===== src/hw/rtl/sclp_pkg.sv =====
// ----------------------------------------------------------------------------
// sclp_pkg
// Shared types and codes for the serial command line parser.
// ----------------------------------------------------------------------------
`default_nettype none

package sclp_pkg;

  // result kinds
  localparam logic [1:0] KIND_INVALID = 2'd0;
  localparam logic [1:0] KIND_TIMER   = 2'd1;
  localparam logic [1:0] KIND_SAMPLES = 2'd2;

  localparam logic [7:0] CHAR_NEWLINE = 8'h0A;

  typedef enum logic [3:0] {
    PH_START, PH_WS1, PH_SIGN1, PH_DIG1, PH_WS2, PH_SIGN2, PH_DIG2, PH_DONE, PH_FAIL
  } phase_t;

  typedef enum logic [1:0] {
    LET_NONE, LET_P, LET_M
  } letter_t;

  typedef struct packed {
    logic [1:0]  kind;
    logic [31:0] first;
    logic [31:0] second;
  } sclp_result_t;

endpackage : sclp_pkg

`default_nettype wire


===== src/hw/rtl/serial_command_line_parser_core.sv =====
// ----------------------------------------------------------------------------
// serial_command_line_parser_core
// Parses newline-terminated command lines byte by byte into timer and
// sample-count commands.
// ----------------------------------------------------------------------------
//  channel  dir  handshake           payload
//  input    in   in_valid/in_stall   rx_byte
//  output   out  out_valid/out_stall command_kind, first_value, second_value
//
//  One byte per cycle while no newline waits: a byte sits in the input register,
//  then updates the line state; a newline loads the result register.
//  An accepted newline passes through the input register into the result register.
//  A newline waits in the input register only while the result register is
//  full and stalled; other bytes keep flowing.
//  Synchronous reset clears the line state and both valid flags.
// ----------------------------------------------------------------------------
`default_nettype none

module serial_command_line_parser_core #(
  parameter int LINE_CAPACITY = 32
) (
  input  wire logic               clk,
  input  wire logic               rst,
  input  wire logic               in_valid,
  output logic                    in_stall,
  input  wire logic [7:0]         rx_byte,
  output logic                    out_valid,
  input  wire logic               out_stall,
  output logic [1:0]              command_kind,
  output logic signed [31:0]      first_value,
  output logic signed [31:0]      second_value
);
  import sclp_pkg::*;

  logic         byte_valid;
  logic [7:0]   byte_q;
  logic         is_newline;
  logic         advance;
  logic         in_take;
  sclp_result_t line_result;

  assign is_newline = (byte_q == CHAR_NEWLINE);
  assign advance    = byte_valid && (!is_newline || !out_valid || !out_stall);
  assign in_stall   = byte_valid && !advance;
  assign in_take    = in_valid && !in_stall;

  sclp_parser #(
    .LINE_CAPACITY(LINE_CAPACITY)
  ) u_parser (
    .clk     (clk),
    .rst     (rst),
    .step    (advance),
    .rx_byte (byte_q),
    .result  (line_result)
  );

  always_ff @(posedge clk) begin
    if (rst) begin
      byte_valid <= 1'b0;
    end else if (in_take) begin
      byte_valid <= 1'b1;
    end else if (advance) begin
      byte_valid <= 1'b0;
    end
  end

  always_ff @(posedge clk) begin
    if (in_take) begin
      byte_q <= rx_byte;
    end
  end

  always_ff @(posedge clk) begin
    if (rst) begin
      out_valid <= 1'b0;
    end else if (advance && is_newline) begin
      out_valid <= 1'b1;
    end else if (!out_stall) begin
      out_valid <= 1'b0;
    end
  end

  always_ff @(posedge clk) begin
    if (advance && is_newline) begin
      command_kind <= line_result.kind;
      first_value  <= $signed(line_result.first);
      second_value <= $signed(line_result.second);
    end
  end

endmodule : serial_command_line_parser_core

`default_nettype wire


===== src/hw/rtl/sclp_parser.sv =====
// ----------------------------------------------------------------------------
// sclp_parser
// Per-line parse state: consumes one byte per step and presents the
// result for the line held so far.
// ----------------------------------------------------------------------------
`default_nettype none

module sclp_parser #(
  parameter int LINE_CAPACITY = 32
) (
  input  wire logic                  clk,
  input  wire logic                  rst,
  input  wire logic                  step,
  input  wire logic [7:0]            rx_byte,
  output sclp_pkg::sclp_result_t     result
);
  import sclp_pkg::*;

  localparam int CNT_W = $clog2(LINE_CAPACITY);
  localparam logic [CNT_W-1:0] CNT_LAST = CNT_W'(LINE_CAPACITY - 1);
  localparam logic [31:0] MAG_LIMIT = 32'h8000_0000;

  localparam logic [7:0] CHAR_P     = 8'h50;
  localparam logic [7:0] CHAR_M     = 8'h4D;
  localparam logic [7:0] CHAR_PLUS  = 8'h2B;
  localparam logic [7:0] CHAR_MINUS = 8'h2D;
  localparam logic [7:0] CHAR_COMMA = 8'h2C;
  localparam logic [7:0] CHAR_NUL   = 8'h00;

  function automatic logic [31:0] add_digit(input logic [31:0] mag, input logic [3:0] d);
    logic [35:0] m;
    m = ({4'b0, mag} << 3) + ({4'b0, mag} << 1) + {32'b0, d};
    if (m > {4'b0, MAG_LIMIT}) begin
      return MAG_LIMIT;
    end
    return m[31:0];
  endfunction

  function automatic logic [31:0] finish_value(input logic [31:0] mag, input logic neg);
    if (neg) begin
      return 32'd0 - mag;
    end
    return mag[31] ? 32'h7FFF_FFFF : mag;
  endfunction

  phase_t          phase, phase_next;
  letter_t         letter, letter_next;
  logic [CNT_W-1:0] char_count, char_count_next;
  logic [31:0]     first_accum, first_accum_next;
  logic [31:0]     second_accum, second_accum_next;
  logic            first_negative, first_negative_next;
  logic            second_negative, second_negative_next;
  logic            line_ended, line_ended_next;

  logic       is_space, is_digit, is_sign;
  logic [3:0] digit;

  assign is_space = (rx_byte == 8'h20) || (rx_byte >= 8'h09 && rx_byte <= 8'h0D);
  assign is_digit = (rx_byte >= 8'h30) && (rx_byte <= 8'h39);
  assign is_sign  = (rx_byte == CHAR_PLUS) || (rx_byte == CHAR_MINUS);
  assign digit    = rx_byte[3:0];

  // next state
  always_comb begin
    phase_next           = phase;
    letter_next          = letter;
    char_count_next      = char_count;
    first_accum_next     = first_accum;
    second_accum_next    = second_accum;
    first_negative_next  = first_negative;
    second_negative_next = second_negative;
    line_ended_next      = line_ended;
    if (step) begin
      if (rx_byte == CHAR_NEWLINE) begin
        phase_next           = PH_START;
        letter_next          = LET_NONE;
        char_count_next      = '0;
        first_accum_next     = '0;
        second_accum_next    = '0;
        first_negative_next  = 1'b0;
        second_negative_next = 1'b0;
        line_ended_next      = 1'b0;
      end else if (char_count < CNT_LAST) begin
        char_count_next = char_count + CNT_W'(1);
        if (!line_ended) begin
          if (rx_byte == CHAR_NUL) begin
            line_ended_next = 1'b1;
          end else begin
            unique case (phase)
              PH_START: begin
                if (rx_byte == CHAR_P) begin
                  letter_next = LET_P;
                  phase_next  = PH_WS1;
                end else if (rx_byte == CHAR_M) begin
                  letter_next = LET_M;
                  phase_next  = PH_WS1;
                end else begin
                  phase_next = PH_FAIL;
                end
              end
              PH_WS1: begin
                if (is_space) begin
                  phase_next = PH_WS1;
                end else if (is_sign) begin
                  first_negative_next = (rx_byte == CHAR_MINUS);
                  phase_next          = PH_SIGN1;
                end else if (is_digit) begin
                  first_accum_next = add_digit(first_accum, digit);
                  phase_next       = PH_DIG1;
                end else begin
                  phase_next = PH_FAIL;
                end
              end
              PH_SIGN1: begin
                if (is_digit) begin
                  first_accum_next = add_digit(first_accum, digit);
                  phase_next       = PH_DIG1;
                end else begin
                  phase_next = PH_FAIL;
                end
              end
              PH_DIG1: begin
                if (is_digit) begin
                  first_accum_next = add_digit(first_accum, digit);
                end else if (letter == LET_M) begin
                  phase_next = PH_DONE;
                end else if (rx_byte == CHAR_COMMA) begin
                  phase_next = PH_WS2;
                end else begin
                  phase_next = PH_FAIL;
                end
              end
              PH_WS2: begin
                if (is_space) begin
                  phase_next = PH_WS2;
                end else if (is_sign) begin
                  second_negative_next = (rx_byte == CHAR_MINUS);
                  phase_next           = PH_SIGN2;
                end else if (is_digit) begin
                  second_accum_next = add_digit(second_accum, digit);
                  phase_next        = PH_DIG2;
                end else begin
                  phase_next = PH_FAIL;
                end
              end
              PH_SIGN2: begin
                if (is_digit) begin
                  second_accum_next = add_digit(second_accum, digit);
                  phase_next        = PH_DIG2;
                end else begin
                  phase_next = PH_FAIL;
                end
              end
              PH_DIG2: begin
                if (is_digit) begin
                  second_accum_next = add_digit(second_accum, digit);
                end else begin
                  phase_next = PH_DONE;
                end
              end
              default: begin
                phase_next = phase;
              end
            endcase
          end
        end
      end
    end
  end

  // line result as of the current state
  always_comb begin
    result = '{kind: KIND_INVALID, first: 32'd0, second: 32'd0};
    if (letter == LET_P && (phase == PH_DIG2 || phase == PH_DONE)) begin
      result.kind   = KIND_TIMER;
      result.first  = finish_value(first_accum, first_negative);
      result.second = finish_value(second_accum, second_negative);
    end else if (letter == LET_M && (phase == PH_DIG1 || phase == PH_DONE)) begin
      result.kind  = KIND_SAMPLES;
      result.first = finish_value(first_accum, first_negative);
    end
  end

  always_ff @(posedge clk) begin
    if (rst) begin
      phase           <= PH_START;
      letter          <= LET_NONE;
      char_count      <= '0;
      first_accum     <= '0;
      second_accum    <= '0;
      first_negative  <= 1'b0;
      second_negative <= 1'b0;
      line_ended      <= 1'b0;
    end else begin
      phase           <= phase_next;
      letter          <= letter_next;
      char_count      <= char_count_next;
      first_accum     <= first_accum_next;
      second_accum    <= second_accum_next;
      first_negative  <= first_negative_next;
      second_negative <= second_negative_next;
      line_ended      <= line_ended_next;
    end
  end

endmodule : sclp_parser

`default_nettype wire


===== config.mk =====
export PLATFORM = sky130hd
export DESIGN_NAME = serial_command_line_parser_core
export DESIGN_NICKNAME = d
export VERILOG_FILES = /design/src/hw/rtl/sclp_pkg.sv /design/src/hw/rtl/serial_command_line_parser_core.sv /design/src/hw/rtl/sclp_parser.sv
export SDC_FILE = /design/constraint.sdc
export NUM_CORES = 1
export LEC_CHECK = 0
export ABC_AREA = 1
export BUFFER_PORTS_ARGS = -buffer_cell sky130_fd_sc_hd__buf_2
export CAP_MARGIN = 20
export CORE_ASPECT_RATIO = 1.25
export CORE_UTILIZATION = 40
export DETAILED_ROUTE_END_ITERATION = 10
export GPL_TIMING_DRIVEN = 0
export PLACE_DENSITY_LB_ADDON = 0.3
export SYNTH_ARGS = -nofsm -noshare
export SYNTH_HDL_FRONTEND = slang
export SYNTH_SLANG_ARGS = --single-unit

===== constraint.sdc =====
create_clock -name clk -period 8.35 [get_ports clk]
set_input_delay 0.4175 -clock clk [delete_from_list [all_inputs] [get_ports clk]]
set_output_delay 0.4175 -clock clk [all_outputs]
set_load 0.005 [all_outputs]

Word level (Yosys, flattened, before mapping)
Index checks and enable logic that the tools add are counted.
Storage, ports and cells
  register bits: 154
  output and inout bits: 68
  logic and storage cells: 231
Operators by class
  add/sub/neg operators: 7
  $lt $le $gt $ge: 7
  equal/unequal tests: 32
  muxes and demuxes: 133
  reduce and logical (&&, ||, !) cells: 38
Operators by type and width (count)
  $mux W32: 32
  $pmux W32 S3: 2
  $add A35 B33 Y36: 2
  $add A36 B4 Y36: 2
  $gt A36 B32 Y1 const B: 2
  $mux W1: 70
  $mux W4: 16
  $sub A1 B32 Y32 const A: 2
  $mux W31: 2
  $mux W34: 1
  $eq A8 B6 Y1 const B: 4
  $pmux W4 S7: 1
  $reduce_and A7 Y1: 3
  $reduce_and A10 Y1: 2
  $ne A3 B2 Y1 const B: 6
  $ne A3 B3 Y1 const B: 6
  $eq A4 B3 Y1 const B: 4
  $eq A8 B7 Y1 const B: 2
  $mux W2: 7
  $reduce_bool A2 Y1: 6
  $mux W5: 2
  $eq A4 B2 Y1 const B: 2
  $eq A8 B4 Y1 const B: 1
  $ge A8 B4 Y1 const B: 1
  other kinds (20): 39

Depth between registers and ports, before layout
Gate-level depths: netlist of run 1.
  depth after elaboration: 22
  mapped depth: 23

Hierarchy
Synthesis of run 1 repeated with hierarchy kept, for this count alone.
Unflattened totals
  cell total of the unflattened synthesis: 2198
  area total of the unflattened synthesis: 14026.0 um^2
Modules (own cells, without submodules)
  sclp_parser: instances 1, cells each 2099, area an instance 11656.2 um^2
  serial_command_line_parser_core: instances 1, cells each 99, area an instance 2369.8 um^2

Least setup slack after synthesis of run 1
No wires, ideal clock.
  kind: flip-flop to flip-flop
  start: register byte_q[3]
  end: register u_parser.first_accum[23]
  data arrival time: 2.903 ns
  data required time: 8.280 ns
  slack: 5.377 ns
  stages on the path, launching flop included: 19
  clock period less this slack: 2.973 ns
  cells stage by stage: edfxtp_1 > inv_1 > fa_1 > fa_1 > inv_1 > nand2_1 > nand2_1 > nand3_1 > nand2_1 > nand2_1 > nand2_1 > nand2_1 > o21ai_1 > or2_2 > nand3_1 > nor2_2 > buf_2 > nand3_1 > a21oi_1
Between the ends
  longest elaborated chain between the ends: 21
  elaborated cells between the ends (all ways): 64
Ends and longest elaborated chain
  from (decl): RTL line serial_command_line_parser_core.sv:36  | logic [7:0] byte_q;
  from (signal assigned): RTL line serial_command_line_parser_core.sv:69  | byte_q <= rx_byte;
  $add A36 B4 Y36: RTL line sclp_parser.sv:32  | m = ({4'b0, mag} << 3) + ({4'b0, mag} << 1) + {32'b0, d};
  $gt A36 B32 Y1: RTL line sclp_parser.sv:33  | if (m > {4'b0, MAG_LIMIT}) begin
  $mux W1: RTL line sclp_parser.sv:33
  $mux W1: RTL line sclp_parser.sv:107, sclp_parser.sv:115, sclp_parser.sv:123
  $mux W1: RTL line sclp_parser.sv:104  | end else if (is_sign) begin
  $mux W1: RTL line sclp_parser.sv:102  | if (is_space) begin
  $mux W1: RTL line sclp_parser.sv:89  | unique case (phase)
  $mux W1: RTL line sclp_parser.sv:86  | if (rx_byte == CHAR_NUL) begin
  (+5 left out)
  $mux W32: RTL line sclp_parser.sv:107  | end else if (is_digit) begin
  $mux W32: RTL line sclp_parser.sv:104
  $mux W32: RTL line sclp_parser.sv:102
  $pmux W32 S3: RTL line sclp_parser.sv:89
  $mux W32: RTL line sclp_parser.sv:86
  $mux W32: RTL line sclp_parser.sv:85  | if (!line_ended) begin
  $mux W32: RTL line sclp_parser.sv:83  | end else if (char_count < CNT_LAST) begin
  $mux W32: RTL line sclp_parser.sv:74  | if (rx_byte == CHAR_NEWLINE) begin
  to (signal assigned): RTL line sclp_parser.sv:198  | first_accum <= first_accum_next;
  to (decl): RTL line sclp_parser.sv:49  | logic [31:0] first_accum, first_accum_next;
Parallel ways exist; a longest one is shown, timed or not. The select of a mux whose other input is x is not followed.
A chain may end at the register's enable or synchronous reset.

Final worst setup path of run 1
  start: register byte_q[3]
  end: register u_parser.second_accum[3]
Between the ends
  longest elaborated chain between the ends: 21
  elaborated cells between the ends (all ways): 64
Ends and longest elaborated chain
  $add A36 B4 Y36: RTL line sclp_parser.sv:32
  $gt A36 B32 Y1: RTL line sclp_parser.sv:33
  $mux W1: RTL line sclp_parser.sv:33
  $mux W1: RTL line sclp_parser.sv:139, sclp_parser.sv:147, sclp_parser.sv:155
  $mux W1: RTL line sclp_parser.sv:136  | end else if (is_sign) begin
  $mux W1: RTL line sclp_parser.sv:134  | if (is_space) begin
  $mux W1: RTL line sclp_parser.sv:89
  $mux W1: RTL line sclp_parser.sv:86
  (+5 left out)
  $mux W32: RTL line sclp_parser.sv:139  | end else if (is_digit) begin
  $mux W32: RTL line sclp_parser.sv:136
  $mux W32: RTL line sclp_parser.sv:134
  $pmux W32 S3: RTL line sclp_parser.sv:89
  $mux W32: RTL line sclp_parser.sv:86
  $mux W32: RTL line sclp_parser.sv:85
  $mux W32: RTL line sclp_parser.sv:83
  $mux W32: RTL line sclp_parser.sv:74
  to (signal assigned): RTL line sclp_parser.sv:199  | second_accum <= second_accum_next;
  to (decl): RTL line sclp_parser.sv:50  | logic [31:0] second_accum, second_accum_next;
Parallel ways exist; a longest one is shown, timed or not. The select of a mux whose other input is x is not followed.

==> impl_metrics.env, run 1 <==
export IMPL_regToRegStartpoint="byte_q[3]"
export IMPL_path_buf_inv=5
export IMPL_synth_top_area_share_pct=16.7
export IMPL_via_count=14600
export IMPL_hold_viol=0
export IMPL_grt_pass1_wl_mm=71.8
export IMPL_drt_iter0_drc=918
export IMPL_critPathSlowestCell="fa_1"
export IMPL_dp_hpwl_mm=37.5
export IMPL_reg2regPathDepth=20
export IMPL_critical_path_max_fanout=10
export IMPL_holdWs_ps=137
export IMPL_drc=0
export IMPL_diodes=0
export IMPL_busiest_layer="met2"
export IMPL_die_y_um=212
export IMPL_vdd_drop_max_mv=0.121
export IMPL_timing_fmax_mhz=249
export IMPL_final_common_cell="nand2_1"
export IMPL_cts_hold_buf=0
export IMPL_drive_above_1_share_pct=9.09
export IMPL_syn_inst=2198
export IMPL_rsz0062_at_grt="no"
export IMPL_tightest_slew_ps=952
export IMPL_cts_made_buffers=17
export IMPL_rows=76
export IMPL_maxCapViolCount=0
export IMPL_yosys_top_cells_area="nand2_1, edfxtp_1, ha_1"
export IMPL_async_reset_ff_share_pct=0
export IMPL_io_buffers=78
export IMPL_die_area_um2=35900
export IMPL_worst_hold_startpoint="rx_byte[4]"
export IMPL_multi_input_area_um2=8730
export IMPL_crit_path_max_incr_delay_ps=660
export IMPL_cts_buffer_depth=2
export IMPL_finalWirelength_mm=45.6
export IMPL_h_tree_depth=4
export IMPL_clk_latency_ps=460
export IMPL_ys_seq_area_share_pct=27.2
export IMPL_path_cells="inv_1, fa_1, inv_1, ha_1, nand3_1, nand3_1, nand2_1, nand2_1, nand2_1, nand3_1, nand2_1, inv_1, o21ai_0, nand2_1, inv_1, nand2_1, nor2_1, buf_2, nand3_1, a21oi_1"
export IMPL_die_x_um=170
export IMPL_ys_ff_latch=154
export IMPL_mostFrequentLayoutCells="nand2_1, inv_1, nor2_1, a21oi_1, nand3_1"
export IMPL_clock_sink_count=154
export IMPL_setup_tns_ps=0
export IMPL_max_slew_margin_pct=36.5
export IMPL_use_met2_pct=49.0
export IMPL_dr_pass1_iters=7
export IMPL_hp_class="input port to register"
export IMPL_start_kind="register"
export IMPL_grt_pass1_vias=14100
export IMPL_ant_nets=0
export IMPL_clock_skew_ps=9.52
export IMPL_power_density_nw_per_um2=105
export IMPL_timing_rr_end="u_parser.second_accum[3]"
export IMPL_grt_max_degree=41
export IMPL_maxSlewViolCount=0
export IMPL_p_leak_nw=7.52
export IMPL_use_met3_pct=2.71
export IMPL_crit_top_cell="nand2_1"
export IMPL_n_fill_cell=3652
export IMPL_syn_nets=2345
export IMPL_period_share_pct=48.0
export IMPL_end_kind="register"
export IMPL_detail_route_wl_per_cell_um=16.4
export IMPL_viasPerCell=5.25
export IMPL_seqCellArea_um2=3820
export IMPL_crit_arrival_ps=4390
export IMPL_syn_to_final_growth_pct=11.5
export IMPL_yosys_most_used_dff="dfxtp_1"
export IMPL_path_clk_slew_ps=70
export IMPL_reg2reg_setup_slack_ps=4340
export IMPL_grt_ovfl_total=0
export IMPL_use_met1_pct=28.0
export IMPL_post_cts_buffers=0
export IMPL_min_period_ps=4010
export IMPL_netlist_area_um2=14100
export IMPL_worstSetupPathType="register to register"
export IMPL_ios=80
export IMPL_outcome="complete, no violations"
export IMPL_synth_top_area_cell="nand2_1"
export IMPL_antenna_found_initial=0
export IMPL_synth_edff_count=74
export IMPL_finalNetCount=2445
export IMPL_setup_viol=0
export IMPL_critical_path_top_delay_family="simple AND/OR/NAND/NOR gates"
export IMPL_syn_avg_cell_area_um2=6.40
export IMPL_holdPathStages=1
export IMPL_synth_distinct_cells=52
export IMPL_initial_core_util_pct=40.8
export IMPL_min_to="byte_q[4]"
export IMPL_cts_root_buf="clkbuf_16"
export IMPL_coreArea_um2=34500
export IMPL_globalplace_congestion=0.974
export IMPL_cp_required_ps=8730
export IMPL_grt_usage_pct=26.0
export IMPL_cts_repair_resized=0
export IMPL_cts_tree="built"
export IMPL_yosys_warnings=0
worst max path at each step:
stage                                           end  cells after the start  slack [ps]       from
after detailed placement  u_parser.second_accum[29]                     20        4340  byte_q[3]
after floorplan            u_parser.first_accum[23]                     18        5380  byte_q[3]
final                      u_parser.second_accum[3]                     20        4340  byte_q[3]
after CTS                 u_parser.second_accum[29]                     20        4310  byte_q[3]
after global placement    u_parser.second_accum[29]                     20        4350  byte_q[3]
after global routing       u_parser.second_accum[8]                     20        3990  byte_q[3]
final cells by class:
class	count	area share (%)
multi-input cells	1654	55.6
flip-flops and latches	154	24.4
inverters	340	8.16
well taps	468	3.73
clock buffers	26	3.60
repair buffers	81	2.72
plain buffers	50	1.51
clock inverters	6	0.295
flip-flops by register name, summed over array words and instances (netlist names):
| name | flops |
|---|---|
| u_parser.char_count | 5 |
| u_parser.phase | 4 |
| command_kind | 2 |
| u_parser.line_ended | 1 |
| u_parser.first_negative | 1 |
| byte_valid | 1 |
| u_parser.second_negative | 1 |
| second_value | 32 |
| u_parser.second_accum | 32 |
| u_parser.letter | 2 |
| first_value | 32 |
| u_parser.first_accum | 32 |
| byte_q | 8 |
| out_valid | 1 |
stage by stage:
stage / instances / setup slack [ps] / utilization (%) / cell area, um2 / power (W)
global route: 2779 / 3990 / 45.5 / 15700 / 0.00168
CTS: 2779 / 4310 / 45.5 / 15700 / 0.00165
global placement: 2744 / 4350 / 43.6 / 15000 / 0.000853
detailed placement: 2747 / 4340 / 43.7 / 15100 / 0.000854
floorplan: 2198 / 5380 / - / 14100 / 0.000838
finish: 2779 / 4340 / 45.5 / 15700 / 0.00164
layer usage:
layer | wire length, um | vias to the layer above
li1 | - | 7379
met1 | 17900 | 6756
met2 | 23900 | 353
met3 | 1630 | 101
met4 | 2170 | 0
met5 | 0 | -
cells by family after synthesis:
kind of cell               synth area share (%)
DFF                                        27.2
xor gates and xnor gates                   1.24
adders and majority gates                  12.2
AOI/OAI and AO/OA                          12.4
buffers and inverters                      10.8
and+or+nand+nor                            36.2
synth_stat cells (4+ instances only):
cell type  number
o21bai_1        9
or3_1           5
inv_1         332
o21ai_0        69
dfxtp_1        80
nand3b_1        8
clkbuf_1       28
a21oi_1       186
or2_2          30
nor4_1         11
nand2_1       625
xor2_1          9
a31oi_1         6
a211oi_1       21
edfxtp_1       74
o22ai_1        10
o21a_1          4
xnor2_1        11
nor3_1         51
nor2_2         34
nor2_1        213
nand3_1       160
nand4_1        26
fa_1            4
buf_2          15
ha_1          131
report_power, final:
| part | total, W | internal (W) | switching [W] |
|---|---|---|---|
| logic | 0.0000417 | 0.0000119 | 0.0000298 |
| clock network | 0.000806 | 0.000470 | 0.000336 |
| registers | 0.000796 | 0.000790 | 0.00000623 |
| total | 0.00164 | 0.00127 | 0.000372 |
Power figures use the tool's default switching activity.
==> inputs of run 2 (changes only) <==
clock period = 3.6 ns   (was 8.35 ns; I/O delays follow)
==> run 2 against run 1 <==
  * Worst hold slack worse by 71 ps
  * Via count up 0.87%
  * Core utilization up 1.1 points
  * Worst setup slack worse by 4200 ps
  * Routed wire length up 1.3%
  * Cell count up 0.76%
  * Critical endpoint is now u_parser.first_accum[23]
  * Highest routed layer unchanged
==> impl_metrics.env, run 2 (synthesized netlist as in run 1, its figures left out) <==
export IMPL_period_share_pct=95.0
export IMPL_n_fill_cell=3627
export IMPL_dp_hpwl_mm=37.5
export IMPL_grt_ovfl_total=0
export IMPL_h_tree_depth=4
export IMPL_die_x_um=170
export IMPL_drive_above_1_share_pct=11.1
export IMPL_io_buffers=78
export IMPL_cts_buffer_depth=2
export IMPL_post_dp_cell_area_um2=15100
export IMPL_place_inst=2747
export IMPL_mostFrequentLayoutCells="nand2_1, inv_1, nor2_1, a21oi_1, nand3_1"
export IMPL_viasPerCell=5.26
export IMPL_critical_path_max_fanout=7
export IMPL_clock_sink_count=154
export IMPL_via_count=14700
export IMPL_holdWs_ps=66.4
export IMPL_final_common_cell="nand2_1"
export IMPL_setup_viol=0
export IMPL_maxSlewViolCount=0
export IMPL_outcome="complete, no violations"
export IMPL_grt_pass1_wl_mm=72.0
export IMPL_dr_pass1_iters=5
export IMPL_final_area_um2=16100
export IMPL_cts_root_buf="clkbuf_16"
export IMPL_rows=76
export IMPL_crit_arrival_ps=3810
export IMPL_globalplace_congestion=0.974
export IMPL_end_kind="register"
export IMPL_syn_to_final_growth_pct=14.3
export IMPL_ios=80
export IMPL_grt_pass1_vias=14200
export IMPL_p_leak_nw=7.68
export IMPL_hold_viol=0
export IMPL_timing_fmax_mhz=292
export IMPL_finalWirelength_mm=46.2
export IMPL_min_period_ps=3420
export IMPL_power_density_nw_per_um2=238
export IMPL_cp_required_ps=3990
export IMPL_diodes=0
export IMPL_die_area_um2=35900
export IMPL_cts_made_buffers=17
export IMPL_tightest_slew_ps=956
export IMPL_coreArea_um2=34500
export IMPL_pre_cts_slack_ps=-405
export IMPL_grt_max_degree=41
export IMPL_initial_core_util_pct=40.8
export IMPL_fin_util_pct=46.6
export IMPL_max_slew_margin_pct=36.3
export IMPL_detail_route_wl_per_cell_um=16.5
export IMPL_drt_iter0_drc=929
export IMPL_drc=0
export IMPL_die_y_um=212
export IMPL_ant_nets=0
export IMPL_maxCapViolCount=0
export IMPL_antenna_found_initial=0
export IMPL_start_kind="register"
export IMPL_grt_usage_pct=26.0
export IMPL_hp_class="input port to register"
export IMPL_final_cells=2800
export IMPL_cts_tree="built"
export IMPL_setup_ws_ps=179
export IMPL_path_clk_slew_ps=70
export IMPL_clock_skew_ps=8.90
export IMPL_finalNetCount=2466
export IMPL_clk_latency_ps=460
export IMPL_worstSetupPathType="register to register"
export IMPL_vdd_drop_max_mv=0.283
run 2: changes by cell type in the layout (fill, tap and decap cells not counted), moves of 6 or more:
cell,before,now
buf_6,4,15
dlygate4sd3_1,0,9
nand2_1,625,617
buf_2,94,87
buf_4,1,8
nand2_2,2,8
run 2: where the power goes:
part	internal [W]	switching (W)	total (W)
clock	0.00109	0.000780	0.00187
sequential	0.00183	0.0000117	0.00184
combinational	0.0000404	0.0000766	0.000117
run 2: timing repair:
item                       CTS  global route
setup buffers                2             7
setup endpoints to repair   62            64
gates cloned                 0             3
resized for setup           21            45
hold buffers                 9             0
pin swaps                    1             8
hold endpoints to repair     9             0
run 2: final timing paths:
path	to	from	slack [ps]	cells past startpoint
setup / recovery	u_parser.first_accum[23]	u_parser.first_accum[31]	180	16
setup reg to reg	u_parser.first_accum[23]	u_parser.first_accum[31]	180	16
hold reg to reg	u_parser.phase[2]	u_parser.phase[2]	480	2
hold / removal	out_valid	out_stall	70	3
run 2: final cells by class:
class	instances	area [um2]	share of cell area, %
multi-input cells	1654	8850	55.0
flip-flops and latches	154	3830	23.8
inverters	340	1290	8.00
repair buffers	102	624	3.88
well taps	468	586	3.64
clock buffers	26	564	3.51
plain buffers	50	303	1.88
clock inverters	6	46.3	0.288
run 2: metrics by stage:
stage / setup TNS [ps] / total power [W]
floorplan: 0 / 0.00194
global placement: -35190 / 0.00198
detailed placement: -18120 / 0.00198
CTS: -8.10 / 0.00384
global route: -0.405 / 0.00392
finish: 0 / 0.00383
run 2: per-layer routing:
layer	GRT usage (%)	part of all wire (%)	wire length, um	vias up
li1	-	-	-	7408
met1	28.0	39	18100	6821
met2	48.9	52	24100	375
met3	2.73	3.4	1580	112
met4	15.2	5.1	2380	0
met5	0	0	0	-
run 2: critical path, stage by stage, from the launching register on:
cell	delay [ps]
dfxtp_1	630
clkinv_2	320
ha_1	370
ha_1	370
inv_1	80
nor3_1	240
nand2_1	140
nor2_1	120
nor2_1	60
o21ai_2	60
or2_2	130
nand3_1	100
nor2_4	140
buf_12	140
buf_2	200
nand3_1	100
a21oi_1	130
==> inputs of run 3 (changes only) <==
BUFFER_PORTS_ARGS = -buffer_cell sky130_fd_sc_hd__clkbuf_2   (was -buffer_cell sky130_fd_sc_hd__buf_2)
GPL_TIMING_DRIVEN = 1   (was 0)
clock period = 3.06 ns   (was 3.6 ns; I/O delays follow)
==> run 3 against run 2 <==
  * The run now ends with negative setup slack left
  * First-iteration DRC count down 24%
  * Critical path type unchanged
  * Sequential share of layout area is 3.5 points lower
  * Clock skew is 3.4 ps higher
  * Worst hold slack improved by 330 ps
==> impl_metrics.env, run 3 (synthesized netlist as in run 1, its figures left out) <==
export IMPL_path_clk_slew_ps=70
export IMPL_path_depth=20
export IMPL_p_leak_nw=9.15
export IMPL_min_period_ps=3290
export IMPL_die_area_um2=35900
export IMPL_antenna_found_initial=0
export IMPL_power_density_nw_per_um2=237
export IMPL_clock_skew_ps=12.3
export IMPL_grt_pass1_wl_mm=73.6
export IMPL_grt_pass1_vias=15000
export IMPL_h_tree_depth=4
export IMPL_syn_to_final_growth_pct=33.9
export IMPL_coreArea_um2=34500
export IMPL_clock_sink_count=154
export IMPL_drt_iter0_drc=710
export IMPL_initial_core_util_pct=40.8
export IMPL_final_cells=2998
export IMPL_die_x_um=170
export IMPL_grt_usage_pct=26.3
export IMPL_timing_rr_end="u_parser.first_accum[30]"
export IMPL_rows=76
export IMPL_grt_max_degree=41
export IMPL_setup_ws_ps=-235
export IMPL_diodes=0
export IMPL_final_area_um2=18800
export IMPL_dp_hpwl_mm=36.9
export IMPL_cts_buffer_depth=2
export IMPL_period_share_pct=108
export IMPL_reg2reg_setup_slack_ps=-230
export IMPL_holdPathStages=2
export IMPL_maxSlewViolCount=0
export IMPL_pre_cts_slack_ps=-430
export IMPL_tightest_slew_ps=1020
export IMPL_die_y_um=212
export IMPL_critPathSlowestCell="edfxtp_1"
export IMPL_start_kind="register"
export IMPL_violations="negative setup slack"
export IMPL_worst_hold_startpoint="rx_byte[5]"
export IMPL_path_buf_inv=6
export IMPL_final_common_cell="nand2_1"
export IMPL_cts_made_buffers=17
export IMPL_rsz0062_at_grt="yes"
export IMPL_hold_viol=0
export IMPL_timing_fmax_mhz=304
export IMPL_globalplace_congestion=0.967
export IMPL_reg2regPathDepth=20
export IMPL_post_dp_cell_area_um2=16600
export IMPL_finalNetCount=2664
export IMPL_cts_tree="built"
export IMPL_grt_ovfl_total=0
export IMPL_end_kind="register"
export IMPL_drive_above_1_share_pct=26.2
export IMPL_crit_arrival_ps=3670
export IMPL_ant_nets=0
export IMPL_clk_latency_ps=470
export IMPL_mostFrequentLayoutCells="nand2_1, inv_1, buf_4, nor2_1, a21oi_1"
export IMPL_path_cells="inv_2, fa_1, buf_4, fa_2, inv_2, buf_4, nand3_2, nand3_4, nand3_2, nand3_1, nand2_1, nor2_1, nand2_1, nor2_2, nand2_2, nand2_4, buf_12, buf_12, nand3_4, a21oi_2"
export IMPL_met1_length_mm=19.1
export IMPL_min_to="byte_q[5]"
export IMPL_viasPerCell=5.17
export IMPL_crit_path_max_incr_delay_ps=410
export IMPL_ios=80
export IMPL_drc=0
export IMPL_route_met3_wl_mm=1.64
export IMPL_setup_viol=63
export IMPL_cts_root_buf="clkbuf_16"
export IMPL_via_count=15500
export IMPL_startpoint="byte_q[3]"
export IMPL_regToRegStartpoint="byte_q[3]"
export IMPL_place_inst=2918
export IMPL_max_slew_margin_pct=31.7
export IMPL_maxCapViolCount=0
export IMPL_cp_required_ps=3440
export IMPL_detail_route_wl_per_cell_um=16.2
export IMPL_met2_length_mm=25.0
export IMPL_vdd_drop_max_mv=0.412
export IMPL_critical_path_max_fanout=5
export IMPL_setup_tns_ps=-10500
export IMPL_critical_path_top_delay_family="simple AND/OR/NAND/NOR gates"
export IMPL_dr_pass1_iters=7
export IMPL_finalWirelength_mm=48.4
export IMPL_hp_class="input port to register"
export IMPL_top_layer="met4"
export IMPL_outcome="finished, violations left"
export IMPL_io_buffers=79
export IMPL_worstSetupPathType="register to register"
==> run 3: area by class of cell <==
| cell class | instances | area, um2 |
|---|---|---|
| clock inverters | 11 | 77.6 |
| fillers | 3312 | 15700 |
| multi-input cells | 1654 | 9750 |
| repair buffers | 350 | 2820 |
| flip-flops and latches | 154 | 3820 |
| well taps | 468 | 586 |
| inverters | 340 | 1280 |
| clock buffers | 21 | 504 |
==> run 3: where the power goes <==
part / total [W] / internal [W] / switching (W)
Combinational: 0.000156 / 0.0000599 / 0.0000964
Clock: 0.00213 / 0.00119 / 0.000948
Sequential: 0.00217 / 0.00216 / 0.0000152
==> run 3: worst max path at each step <==
stage,endpoint
after floorplan,u_parser.first_accum[23]
after global placement,u_parser.second_accum[30]
after detailed placement,u_parser.second_accum[28]
after CTS,u_parser.first_accum[30]
after global routing,u_parser.first_accum[23]
final,u_parser.first_accum[30]
==> run 3: stage by stage <==
| stage | total power, W | hold WS, ps | utilization (%) |
|---|---|---|---|
| 2_1_floorplan | 0.00229 | 252 | - |
| 3_3_place_gp | 0.00233 | 330 | 48.1 |
| 3_5_place_dp | 0.00234 | 332 | 48.1 |
| 4_1_cts | 0.00446 | 376 | 51.9 |
| 5_1_grt | 0.00457 | 402 | 54.6 |
| 6_report | 0.00446 | 401 | 54.6 |
==> run 3: what timing repair did <==
action,in CTS,in global routing
hold endpoints to repair,10,0
hold buffers,10,0
pin swaps,21,73
endpoints found under the setup margin,64,71
gates cloned,6,6
gates resized for setup,90,178
buffers inserted,18,12
==> run 3: routing by layer <==
layer | up-vias | global-route usage [%]
met4 | 0 | 13.7
met1 | 7160 | 28.3
met2 | 373 | 49.3
met3 | 132 | 3.55
met5 | - | 0
li1 | 7824 | -
